`src/rtl/rdis_pkg.sv`:
```
// ----------------------------------------------------------------------------
// rdis_pkg
// Shared widths, status codes and opcodes of the redaction interval splitter.
// ----------------------------------------------------------------------------
package rdis_pkg;

   localparam int OFFSET_W        = 48;
   localparam int LENGTH_W        = 32;
   localparam int STATUS_W        = 3;
   localparam int OPCODE_W        = 2;
   localparam int MAX_RANGES_DEF  = 16;

   localparam logic [OPCODE_W-1:0] OP_CLEAR = 2'd0;
   localparam logic [OPCODE_W-1:0] OP_ADD   = 2'd1;
   localparam logic [OPCODE_W-1:0] OP_QUERY = 2'd2;

   localparam logic [STATUS_W-1:0] ST_SEGMENT    = 3'd0;
   localparam logic [STATUS_W-1:0] ST_NO_OVERLAP = 3'd1;
   localparam logic [STATUS_W-1:0] ST_STORED     = 3'd2;
   localparam logic [STATUS_W-1:0] ST_FULL       = 3'd3;
   localparam logic [STATUS_W-1:0] ST_CLEARED    = 3'd4;

endpackage

```
`src/rtl/redaction_interval_splitter_core.sv`:
```
// ----------------------------------------------------------------------------
// redaction_interval_splitter_core
// Sorted table of redaction ranges with merge-on-add and read splitting.
// ----------------------------------------------------------------------------
// The ranges live in one RAM entry each ({start, end}), kept sorted and
// disjoint. One request is handled at a time. Clear empties the table. An add
// scans the table at one entry per cycle, then shifts the tail up or down,
// reading each moved entry and then writing it to its new place. A query
// scans one entry per cycle while the output can take segments, and emits
// the gap before an entry ahead of its redacted part. Stalls on rsp_ready hold it.
// ----------------------------------------------------------------------------
module redaction_interval_splitter_core #(
   parameter int MAX_RANGES = rdis_pkg::MAX_RANGES_DEF
) (
   input  logic                            clock,
   input  logic                            reset,
   input  logic                            req_valid,
   output logic                            req_ready,
   input  logic [rdis_pkg::OPCODE_W-1:0]   req_opcode,
   input  logic [rdis_pkg::OFFSET_W-1:0]   req_range_start,
   input  logic [rdis_pkg::OFFSET_W-1:0]   req_range_end,
   input  logic [rdis_pkg::OFFSET_W-1:0]   req_read_offset,
   input  logic [rdis_pkg::LENGTH_W-1:0]   req_read_length,
   output logic                            rsp_valid,
   input  logic                            rsp_ready,
   output logic [rdis_pkg::STATUS_W-1:0]   rsp_status,
   output logic [rdis_pkg::OFFSET_W-1:0]   rsp_segment_offset,
   output logic [rdis_pkg::LENGTH_W-1:0]   rsp_segment_length,
   output logic                            rsp_redacted,
   output logic                            rsp_last
);

   localparam int OW = rdis_pkg::OFFSET_W;
   localparam int LW = rdis_pkg::LENGTH_W;
   localparam int SW = rdis_pkg::STATUS_W;
   localparam int CW = $clog2(MAX_RANGES + 1);
   localparam int IW = (MAX_RANGES > 1) ? $clog2(MAX_RANGES) : 1;

   localparam logic [3:0] S_IDLE   = 4'd0;
   localparam logic [3:0] S_EMIT   = 4'd1;
   localparam logic [3:0] S_QSCAN  = 4'd2;
   localparam logic [3:0] S_QEND   = 4'd3;
   localparam logic [3:0] S_QFLUSH = 4'd4;
   localparam logic [3:0] S_ASCAN  = 4'd5;
   localparam logic [3:0] S_ADEC   = 4'd6;
   localparam logic [3:0] S_MRD    = 4'd7;
   localparam logic [3:0] S_MWR    = 4'd8;
   localparam logic [3:0] S_AWRM   = 4'd9;

   logic [3:0]    state_ff, state_in;
   logic [OW-1:0] a_ff, a_in, b_ff, b_in;
   logic [OW:0]   end_ff, end_in, pos_ff, pos_in;
   logic [CW-1:0] idx_ff, idx_in, cnt_ff, cnt_in, p_ff, p_in, t_ff, t_in;
   logic [CW-1:0] src_ff, src_in, dst_ff, dst_in, mv_ff, mv_in;
   logic          pfound_ff, pfound_in, up_ff, up_in, any_ff, any_in;
   logic [OW-1:0] mn_ff, mn_in, mx_ff, mx_in;
   logic          pend_valid_ff, pend_valid_in;
   logic [OW-1:0] pend_off_ff, pend_off_in;
   logic [LW-1:0] pend_len_ff, pend_len_in;
   logic          pend_red_ff, pend_red_in;
   logic [SW-1:0] em_status_ff, em_status_in;
   logic [OW-1:0] em_off_ff, em_off_in;
   logic [LW-1:0] em_len_ff, em_len_in;
   logic          rsp_valid_ff, rsp_valid_in;
   logic [SW-1:0] rsp_status_ff, rsp_status_in;
   logic [OW-1:0] rsp_off_ff, rsp_off_in;
   logic [LW-1:0] rsp_len_ff, rsp_len_in;
   logic          rsp_red_ff, rsp_red_in;
   logic          rsp_last_ff, rsp_last_in;

   logic              wr_en;
   logic [IW-1:0]     wr_addr, rd_addr;
   logic [2*OW-1:0]   wr_data, rd_data;
   logic [OW-1:0]     ent_s, ent_e;
   logic              out_free, can_prod, ov, touch;
   logic [OW:0]       seg_b;
   logic              prod;
   logic [OW-1:0]     prod_off;
   logic [LW-1:0]     prod_len;
   logic              prod_red;

   assign ent_s    = rd_data[2*OW-1:OW];
   assign ent_e    = rd_data[OW-1:0];
   assign out_free = !rsp_valid_ff || rsp_ready;
   assign can_prod = !pend_valid_ff || out_free;
   assign ov       = ({1'b0, ent_e} > {1'b0, a_ff}) && ({1'b0, ent_s} < end_ff);
   assign touch    = (ent_s <= b_ff) && (ent_e >= a_ff);
   assign seg_b    = ({1'b0, ent_e} < end_ff) ? {1'b0, ent_e} : end_ff;
   assign req_ready = (state_ff == S_IDLE);

   rdis_ram #(.WIDTH(2 * OW), .DEPTH(MAX_RANGES)) u_ram (
      .clock   (clock),
      .wr_en   (wr_en),
      .wr_addr (wr_addr),
      .wr_data (wr_data),
      .rd_addr (rd_addr),
      .rd_data (rd_data)
   );

   assign rd_addr = (state_ff == S_MRD) ? src_ff[IW-1:0] : idx_in[IW-1:0];

   always_comb begin
      state_in      = state_ff;
      a_in          = a_ff;
      b_in          = b_ff;
      end_in        = end_ff;
      pos_in        = pos_ff;
      idx_in        = idx_ff;
      cnt_in        = cnt_ff;
      p_in          = p_ff;
      t_in          = t_ff;
      src_in        = src_ff;
      dst_in        = dst_ff;
      mv_in         = mv_ff;
      pfound_in     = pfound_ff;
      up_in         = up_ff;
      any_in        = any_ff;
      mn_in         = mn_ff;
      mx_in         = mx_ff;
      pend_valid_in = pend_valid_ff;
      pend_off_in   = pend_off_ff;
      pend_len_in   = pend_len_ff;
      pend_red_in   = pend_red_ff;
      em_status_in  = em_status_ff;
      em_off_in     = em_off_ff;
      em_len_in     = em_len_ff;
      rsp_valid_in  = rsp_valid_ff && !rsp_ready;
      rsp_status_in = rsp_status_ff;
      rsp_off_in    = rsp_off_ff;
      rsp_len_in    = rsp_len_ff;
      rsp_red_in    = rsp_red_ff;
      rsp_last_in   = rsp_last_ff;
      wr_en         = 1'b0;
      wr_addr       = p_ff[IW-1:0];
      wr_data       = {mn_ff, mx_ff};
      prod          = 1'b0;
      prod_off      = pos_ff[OW-1:0];
      prod_len      = '0;
      prod_red      = 1'b0;

      case (state_ff)
         S_IDLE: begin
            if (req_valid) begin
               idx_in       = '0;
               any_in       = 1'b0;
               em_off_in    = '0;
               em_len_in    = '0;
               em_status_in = rdis_pkg::ST_NO_OVERLAP;
               state_in     = S_EMIT;
               case (req_opcode)
                  rdis_pkg::OP_CLEAR: begin
                     cnt_in       = '0;
                     em_status_in = rdis_pkg::ST_CLEARED;
                  end
                  rdis_pkg::OP_ADD: begin
                     a_in         = req_range_start;
                     b_in         = req_range_end;
                     mn_in        = req_range_start;
                     mx_in        = req_range_end;
                     t_in         = '0;
                     p_in         = cnt_ff;
                     pfound_in    = 1'b0;
                     em_status_in = rdis_pkg::ST_STORED;
                     if (req_range_start < req_range_end) begin
                        state_in = (cnt_ff == '0) ? S_ADEC : S_ASCAN;
                     end
                  end
                  rdis_pkg::OP_QUERY: begin
                     a_in      = req_read_offset;
                     pos_in    = {1'b0, req_read_offset};
                     end_in    = {1'b0, req_read_offset} + {{(OW-LW+1){1'b0}}, req_read_length};
                     em_off_in = req_read_offset;
                     em_len_in = req_read_length;
                     if (req_read_length != '0 && cnt_ff != '0) begin
                        state_in = S_QSCAN;
                     end
                  end
                  default: begin
                  end
               endcase
            end
         end
         S_EMIT: begin
            if (out_free) begin
               rsp_valid_in  = 1'b1;
               rsp_status_in = em_status_ff;
               rsp_off_in    = em_off_ff;
               rsp_len_in    = em_len_ff;
               rsp_red_in    = 1'b0;
               rsp_last_in   = 1'b1;
               state_in      = S_IDLE;
            end
         end
         S_QSCAN: begin
            if (!ov) begin
               idx_in = idx_ff + 1'b1;
            end else if ({1'b0, ent_s} > pos_ff) begin
               if (can_prod) begin
                  prod     = 1'b1;
                  prod_len = LW'(ent_s - pos_ff[OW-1:0]);
                  pos_in   = {1'b0, ent_s};
               end
            end else if (can_prod) begin
               prod     = 1'b1;
               prod_len = LW'(seg_b - pos_ff);
               prod_red = 1'b1;
               pos_in   = seg_b;
               idx_in   = idx_ff + 1'b1;
            end
            if (idx_in == cnt_ff) begin
               state_in = S_QEND;
            end
         end
         S_QEND: begin
            if (!any_ff) begin
               state_in = S_EMIT;
            end else if (pos_ff < end_ff) begin
               if (can_prod) begin
                  prod     = 1'b1;
                  prod_len = LW'(end_ff - pos_ff);
                  state_in = S_QFLUSH;
               end
            end else begin
               state_in = S_QFLUSH;
            end
         end
         S_QFLUSH: begin
            if (out_free) begin
               rsp_valid_in  = 1'b1;
               rsp_status_in = rdis_pkg::ST_SEGMENT;
               rsp_off_in    = pend_off_ff;
               rsp_len_in    = pend_len_ff;
               rsp_red_in    = pend_red_ff;
               rsp_last_in   = 1'b1;
               pend_valid_in = 1'b0;
               state_in      = S_IDLE;
            end
         end
         S_ASCAN: begin
            if (touch) begin
               t_in  = t_ff + 1'b1;
               mn_in = (ent_s < mn_ff) ? ent_s : mn_ff;
               mx_in = (ent_e > mx_ff) ? ent_e : mx_ff;
            end
            if (!pfound_ff && (touch || ent_s > b_ff)) begin
               p_in      = idx_ff;
               pfound_in = 1'b1;
            end
            idx_in = idx_ff + 1'b1;
            if (idx_in == cnt_ff) begin
               state_in = S_ADEC;
            end
         end
         S_ADEC: begin
            if (t_ff == '0 && cnt_ff == CW'(MAX_RANGES)) begin
               em_status_in = rdis_pkg::ST_FULL;
               state_in     = S_EMIT;
            end else if (t_ff != '0) begin
               wr_en    = 1'b1;
               mv_in    = cnt_ff - p_ff - t_ff;
               src_in   = p_ff + t_ff;
               dst_in   = p_ff + 1'b1;
               up_in    = 1'b0;
               cnt_in   = cnt_ff - t_ff + 1'b1;
               state_in = (mv_in == '0) ? S_EMIT : S_MRD;
            end else begin
               mv_in    = cnt_ff - p_ff;
               src_in   = cnt_ff - 1'b1;
               dst_in   = cnt_ff;
               up_in    = 1'b1;
               cnt_in   = cnt_ff + 1'b1;
               state_in = (mv_in == '0) ? S_AWRM : S_MRD;
            end
         end
         S_MRD: begin
            state_in = S_MWR;
         end
         S_MWR: begin
            wr_en   = 1'b1;
            wr_addr = dst_ff[IW-1:0];
            wr_data = rd_data;
            mv_in   = mv_ff - 1'b1;
            src_in  = up_ff ? src_ff - 1'b1 : src_ff + 1'b1;
            dst_in  = up_ff ? dst_ff - 1'b1 : dst_ff + 1'b1;
            if (mv_in == '0) begin
               state_in = up_ff ? S_AWRM : S_EMIT;
            end else begin
               state_in = S_MRD;
            end
         end
         S_AWRM: begin
            wr_en    = 1'b1;
            state_in = S_EMIT;
         end
         default: begin
            state_in = S_IDLE;
         end
      endcase

      // a new segment retires the held one (not last) and takes its place
      if (prod) begin
         if (pend_valid_ff) begin
            rsp_valid_in  = 1'b1;
            rsp_status_in = rdis_pkg::ST_SEGMENT;
            rsp_off_in    = pend_off_ff;
            rsp_len_in    = pend_len_ff;
            rsp_red_in    = pend_red_ff;
            rsp_last_in   = 1'b0;
         end
         pend_valid_in = 1'b1;
         pend_off_in   = prod_off;
         pend_len_in   = prod_len;
         pend_red_in   = prod_red;
         any_in        = 1'b1;
      end
   end

   always_ff @(posedge clock) begin
      if (reset) begin
         state_ff      <= S_IDLE;
         cnt_ff        <= '0;
         pend_valid_ff <= 1'b0;
         rsp_valid_ff  <= 1'b0;
      end else begin
         state_ff      <= state_in;
         cnt_ff        <= cnt_in;
         pend_valid_ff <= pend_valid_in;
         rsp_valid_ff  <= rsp_valid_in;
      end
      a_ff          <= a_in;
      b_ff          <= b_in;
      end_ff        <= end_in;
      pos_ff        <= pos_in;
      idx_ff        <= idx_in;
      p_ff          <= p_in;
      t_ff          <= t_in;
      src_ff        <= src_in;
      dst_ff        <= dst_in;
      mv_ff         <= mv_in;
      pfound_ff     <= pfound_in;
      up_ff         <= up_in;
      any_ff        <= any_in;
      mn_ff         <= mn_in;
      mx_ff         <= mx_in;
      pend_off_ff   <= pend_off_in;
      pend_len_ff   <= pend_len_in;
      pend_red_ff   <= pend_red_in;
      em_status_ff  <= em_status_in;
      em_off_ff     <= em_off_in;
      em_len_ff     <= em_len_in;
      rsp_status_ff <= rsp_status_in;
      rsp_off_ff    <= rsp_off_in;
      rsp_len_ff    <= rsp_len_in;
      rsp_red_ff    <= rsp_red_in;
      rsp_last_ff   <= rsp_last_in;
   end

   assign rsp_valid          = rsp_valid_ff;
   assign rsp_status         = rsp_status_ff;
   assign rsp_segment_offset = rsp_off_ff;
   assign rsp_segment_length = rsp_len_ff;
   assign rsp_redacted       = rsp_red_ff;
   assign rsp_last           = rsp_last_ff;

endmodule

```
`src/rtl/rdis_ram.sv`:
```
// ----------------------------------------------------------------------------
// rdis_ram
// Generic simple dual-port RAM, one write port, one registered read port.
// ----------------------------------------------------------------------------
module rdis_ram #(
   parameter int WIDTH = 96,
   parameter int DEPTH = 16
) (
   input  logic                                       clock,
   input  logic                                       wr_en,
   input  logic [((DEPTH > 1) ? $clog2(DEPTH) : 1)-1:0] wr_addr,
   input  logic [WIDTH-1:0]                           wr_data,
   input  logic [((DEPTH > 1) ? $clog2(DEPTH) : 1)-1:0] rd_addr,
   output logic [WIDTH-1:0]                           rd_data
);

   logic [WIDTH-1:0] mem_ff [0:DEPTH-1];
   logic [WIDTH-1:0] rd_data_ff;

   always_ff @(posedge clock) begin
      if (wr_en) begin
         mem_ff[wr_addr] <= wr_data;
      end
      rd_data_ff <= mem_ff[rd_addr];
   end

   assign rd_data = rd_data_ff;

endmodule
```
`config.mk`:
```
export PLATFORM = sky130hd
export DESIGN_NAME = redaction_interval_splitter_core
export DESIGN_NICKNAME = d
export VERILOG_FILES = /design/src/rtl/rdis_pkg.sv /design/src/rtl/redaction_interval_splitter_core.sv /design/src/rtl/rdis_ram.sv
export SDC_FILE = /design/constraint.sdc
export NUM_CORES = 2
export LEC_CHECK = 0
export ABC_AREA = 1
export BUFFER_PORTS_ARGS = -buffer_cell sky130_fd_sc_hd__buf_4
export CAP_MARGIN = 20
export CORE_MARGIN = 2
export CORE_UTILIZATION = 35
export DETAILED_ROUTE_END_ITERATION = 10
export SKIP_CTS_REPAIR_TIMING = 1
export SLEW_MARGIN = 20
export SYNTH_ARGS = -nofsm -noshare
export SYNTH_HDL_FRONTEND = slang
export SYNTH_SLANG_ARGS = --single-unit
```
`constraint.sdc`:
```
create_clock -name clock -period 11.6 [get_ports clock]
set_clock_uncertainty 0.05 [all_clocks]
set_input_delay 0 -clock clock [delete_from_list [all_inputs] [get_ports clock]]
set_output_delay 0 -clock clock [all_outputs]
set_load 0.05 [all_outputs]
```
* Word-level counts from Yosys, hierarchy flattened *
Memories as Yosys holds them, arrays and structs flattened. A register that Yosys moved wholly into a read port is not among the register bits.
Cells that the tools add are included.

storage, ports and cells
  memories = 1
  input port bits = 182
  memory bits (read-only) = 0
  bits in registers = 583
  word-level logic and storage cells = 273
  RAM bits = 1536
  bits in latches = 0

memory list
  name          words  width  read ports  clocked after Yosys merged registers in  write ports  RTL line        RTL
  u_ram.mem_ff  16     96     1           1                                        1            rdis_ram.sv:17  logic [WIDTH-1:0] mem_ff [0:DEPTH-1];

operators by class
  div/mod/pow operators = 0
  mux-type cells = 128
  shifts and indexed selects = 0
  $lt $le $gt $ge = 11
  bitwise logic cells = 3
  $mul = 0
  eq/ne operators = 30
  reduce and logical (&&, ||, !) cells = 50
  $add $sub $neg = 19

operators by type and width
  cell                 number
  $mux 48              12
  $pmux 48 s2          4
  $mux 32              11
  $mux 49              7
  $gt 48x48->1         3
  $pmux 32 s2          2
  $mux 5               23
  $lt 48x49->1         2
  $pmux 49 s2          1
  $lt 48x48->1         2
  $mux 96              1
  $sub 32x32->32       3
  $pmux 5 s2           6
  $mux 4               14
  $add 48x32->49       1
  $gt 48x49->1         1
  $lt 49x49->1         1
  $ge 48x48->1         1
  $le 48x48->1         1
  $pmux 4 s9           1
  $add 5x1->5 const B  7
  $reduce_bool 32->1   1
  $mux 1               27
  $logic_not 5->1      5
  other kinds (34)     104

* Depth between registers and ports, before layout *
  depth in word-level cells = 10
  depth in mapped cells = 32
  gate-level depth less buffers = 30

* Cells and area by module *
Synthesis repeated with hierarchy kept, for this count alone.

unflattened totals
  cell total of the unflattened synthesis = 11754
  area total of the unflattened synthesis = 111475.7 um^2

modules (own cells, without submodules)
  module                            cells an instance  instances  seq. area each (um^2)  area an instance (um^2)
  rdis_ram                          6302               1          48046.1                67643.6
  redaction_interval_splitter_core  5452               1          16435.8                43832.0

* Worst setup path after synthesis *
Ideal clock, no wire load.

  kind = register -> register
  start point = register state_ff[0]
  end point = register mn_ff[0] (enable)
  setup slack = 414 ps
  path buffers = 1
  arrival time = 10666 ps
  required time = 11080 ps
  stages on the path, launching flop included = 13
  cell sequence = dfxtp_1 clkbuf_1 nor2_1 inv_1 nor2_1 inv_1 nor2_1 inv_1 nor2_1 nor2_1 nor2_1 inv_1 a21oi_1

on the way
  word-level cells in the longest chain between the ends = 3
  elaborated cells between the ends (all ways) = 8
  classes of those cells = eq/ne (5); reduce/logical (3)

ends and longest elaborated chain
  what                                                 RTL line                                 RTL
  from (decl)                                          redaction_interval_splitter_core.sv:50   logic [3:0] state_ff, state_in;
  from (signal assigned)                               redaction_interval_splitter_core.sv:325  state_ff <= state_in;
  $logic_not 4->1 (*)                                  --
  net req_ready                                        redaction_interval_splitter_core.sv:18   output logic req_ready,
  $ne 2x1->1 (no source line) (tied with other cells)  --
  $reduce_and 5->1 (no source line) (*)                --
  to (signal assigned)                                 redaction_interval_splitter_core.sv:343  mn_ff <= mn_in;
  to (decl)                                            redaction_interval_splitter_core.sv:56   logic [OW-1:0] mn_ff, mn_in, mx_ff, mx_in;

Mark *: on every way through the listed nets, which the timed path passes. The rest lies on a longest branch.
A chain may end at the register's enable or synchronous reset.

* Worst setup path after layout *
  start point = register u_ram.rd_data_ff[88] (netlist: u_ram.rd_data[88]) (read register of u_ram.mem_ff)
  end point = register u_ram.rd_data_ff[49] (netlist: u_ram.rd_data[49]) (read register of u_ram.mem_ff)

on the way
  word-level cells in the longest chain between the ends = 6
  elaborated cells between the ends (all ways) = 8
  classes of those cells = order compare (2); mux (5); reduce/logical (1)

ends and longest elaborated chain
  what                                                 RTL line                                                                         RTL
  from (decl)                                          rdis_ram.sv:18                                                                   logic [WIDTH-1:0] rd_data_ff;
  $gt 48x49->1 / $lt 48x49->1 (equally long branches)  redaction_interval_splitter_core.sv:197, redaction_interval_splitter_core.sv:86
  $mux 5 / $logic_and 1x1->1 (equally long branches)   redaction_interval_splitter_core.sv:197, redaction_interval_splitter_core.sv:86
  $mux 5 (*)                                           redaction_interval_splitter_core.sv:195                                          if (!ov) begin
  $mux 5 (*)                                           redaction_interval_splitter_core.sv:141                                          case (state_ff)
  $pmux 5 s3 (*)                                       redaction_interval_splitter_core.sv:141
  $mux 4 (*)                                           redaction_interval_splitter_core.sv:100                                          assign rd_addr = (state_ff == S_MRD) ? src_ff[IW-1:0] : idx_in[IW-1:0];

Mark *: on every way between the ends. The rest lies on a longest branch, timed or not. The select of a mux whose other input is x is not followed.

==> results_dict.tcl <==
set metrics [dict create \
    syn_area_per_cell_um2 9.446 \
    num_rows 207 \
    max_freq_mhz 140.0 \
    rsz0062_at_grt "false" \
    root_buffer "clkbuf_16" \
    synthAdderAreaFrac_pct 6.444 \
    syn_inst 11800 \
    slew_headroom_pct 7.551 \
    use_met1_pct 30.76 \
    met2_usage_pct 35.60 \
    slew_viol_final 0 \
    min_from "req_read_offset[11]" \
    hp-class "in2reg" \
    synthMuxAreaShare_pct 0 \
    async_reset_ff_share_pct 0 \
    seq_area_frac_synth_pct 57.85 \
    clk_latency_ns 0.92 \
    reg2reg_depth 26 \
    drt-initial-drc-count 10870 \
    cp_top_family "simple AND/OR/NAND/NOR gates" \
    clk_pin_slew_ns 0.06 \
    grtUsageTotal_pct 22.60 \
    grt_pass1_vias 80420 \
    cts.sinks 2213 \
    cp_max_fo 93 \
    busiest_layer "met2" \
    ir_drop_mv 0.1784 \
    setup_tns_ns 0 \
    start_util_pct 35.10 \
    cts_tree "built" \
    synth_top_family_by_area "simple AND/OR/NAND/NOR gates" \
    drtPass1Iterations 8 \
    place_congestion 0.9618 \
    setup.worst_path.class "reg2reg" \
    path_buf_inv 3 \
    drive_above_1_share_pct 7.513 \
    synth_nets 12550 \
    r2r-end "u_ram.rd_data[49]" \
    worstSetupEndpointType "flop" \
    cts_made_buffers 231 \
    drv_cap 0 \
    htree_levels 4 \
    yosysMostFrequentCell "nand2_1" \
    fin_hold_ws_ns -0.02863 \
    ys_top_cells_by_count "nand2_1 (3161), edfxtp_1 (2016), nand3_1 (1850)" \
    ant_nets 0 \
    drt_wl_total_um 384100 \
    critPathSlowestCell "nor2_1" \
    die_width_um 568.3 \
    dieHeight_um 568.3 \
    leakage_nw 55.33 \
    r2r-start "u_ram.rd_data[88]" \
    synth_compound_area_share_pct 6.082 \
    violations "negative hold slack" \
    ys_types 58 \
    worst_ep_arrival_time_ns 7.84 \
    crit_top_cell "nand2_1" \
    coreArea_um2 317500 \
    num_io_pins 269 \
    grt_antenna_before_repair 40 \
    finalCritPeriodShare_pct 61.59 \
    routed-via-count 88030 \
    synth_ff_type "edfxtp_1" \
    layout_min_cycle_time_ns 7.145 \
    yosysTopAreaCellShare_pct 54.32 \
    wl_per_cell_um 22.96 \
    synth_edf_count 2016 \
    dp_hpwl_um 240400 \
    ys_seq_elements 2213 \
    status "finished, violations left" \
    drc_errors 0 \
    ff2ff_setup_slack_ns 4.46 \
    synth_area_leaders "edfxtp_1 (54%), nand2_1 (11%), nand3_1 (8.3%)" \
    synthXorXnorAreaFrac_pct 1.053 \
    die_area_um2 323000 \
    synth_simple_gate_area_share_pct 20.88 \
    fillers 30700 \
    cpPeakStageDelay_ns 0.81 \
    overflow 0 \
    nets 13070 \
    syn_to_final_growth_pct 16.61 \
    worstHoldEndpoint "pos_ff[11]" \
    yosys.area.top_type "edfxtp_1" \
    hold_viol 7 \
    hold_depth 4 \
    grt.met3_usage_pct 3.566 \
    worstMarginPinSlew_ns 1.387 \
    vias_per_cell 5.263 \
    setup_viol 0 \
    grt_pass1_wl_um 544200 \
    clockBufferDepth 3 \
    synth_area_um2 111500 \
    synth_warnings 0 \
    grt_max_degree 201 \
    fin_util_pct 40.93 \
    p_per_area_nw_per_um2 199.7 \
    cp.required_ns 12.30 \
    io_buffers 268 \
    critPathLaunchType "flop" \
]
-- layer usage --
| metal | wire length [µm] | share of wire (%) |
|---|---|---|
| met1 | 159000 | 41 |
| met2 | 174200 | 45 |
| met3 | 33470 | 8.7 |
| met4 | 17280 | 4.5 |
| met5 | 101 | 0.026 |
-- cell type report --
class / instances / area [µm²] / share of cell area, %
clock inverters: 121 / 1478 / 1.137
well taps: 4180 / 5230 / 4.024
flip-flops and latches: 2213 / 64480 / 49.61
clock buffers: 320 / 6427 / 4.945
multi-input cells: 7417 / 38760 / 29.82
diodes: 22 / 55.05 / 0.04236
repair buffers: 850 / 7505 / 5.774
inverters: 1604 / 6036 / 4.644
-- registers in the layout, summed over array words and instances (netlist names), 4 cells and up --
signal	count
a_ff	48
em_off_ff	48
rsp_segment_offset	48
src_ff	4
mv_ff	5
p_ff	5
pos_ff	49
t_ff	5
mn_ff	48
b_ff	48
state_ff	4
u_ram.mem_ff	1536
idx_ff	5
rsp_segment_length	32
pend_len_ff	32
cnt_ff	5
u_ram.rd_data	96
dst_ff	4
end_ff	49
pend_off_ff	48
em_len_ff	32
mx_ff	48
-- cells by family (layout without fill, tap and decap cells) --
logic type | count (synthesis) | after routing
simple gates | 5475 | 5475
flops | 2213 | 2213
buf+inv | 2169 | 2895
other cells | 1 | 23
compound gates | 1239 | 1239
xor+xnor | 134 | 134
fa+ha+maj | 568 | 568
-- placed cells by master, fill, tap and decap left out, types with 233 or more instances in the layout --
master	count
o21ai_0	586
nand2_1	3155
a21oi_1	393
clkbuf_16	233
dlygate4sd3_1	354
ha_1	557
nor2_1	270
inv_1	1585
edfxtp_1	2016
nand3_1	1850
buf_4	477
-- through the flow --
step	std cells	setup WS [ns]	instance area, µm²	hold WS (ns)	power, mW
after floorplan	11800	0.4143	111500	0.04887	15.30
after global placement	15910	4.630	118400	0.1585	18.05
after global routing	16710	4.064	129900	-0.01394	27.21
final	16730	4.455	130000	-0.02863	25.95
after detailed placement	15910	4.680	118400	0.1630	18.09
after CTS	16350	4.609	126300	-0.7990	25.75
-- power breakdown --
part,switching (mW),internal (mW)
clock,3.29,4.42
sequential,0.637,9.17
combinational,5.80,2.64
total,9.73,16.2
-- how the worst max path moves through the flow --
stage	cells past startpoint	startpoint	endpoint
after floorplan	12	state_ff[0]	mn_ff[0]
after global placement	27	u_ram.rd_data[88]	u_ram.rd_data[56]
after detailed placement	27	u_ram.rd_data[88]	u_ram.rd_data[60]
after CTS	26	u_ram.rd_data[88]	u_ram.rd_data[49]
after global routing	26	u_ram.rd_data[88]	u_ram.rd_data[51]
final	26	u_ram.rd_data[88]	u_ram.rd_data[49]
-- tightest hold or removal path: stages --
cell and delay [ns]:
dlygate4sd3_1 0.53, buf_4 0.14, nand2_1 0.07, o21ai_0 0.08
Power figures use the tool's default switching activity.
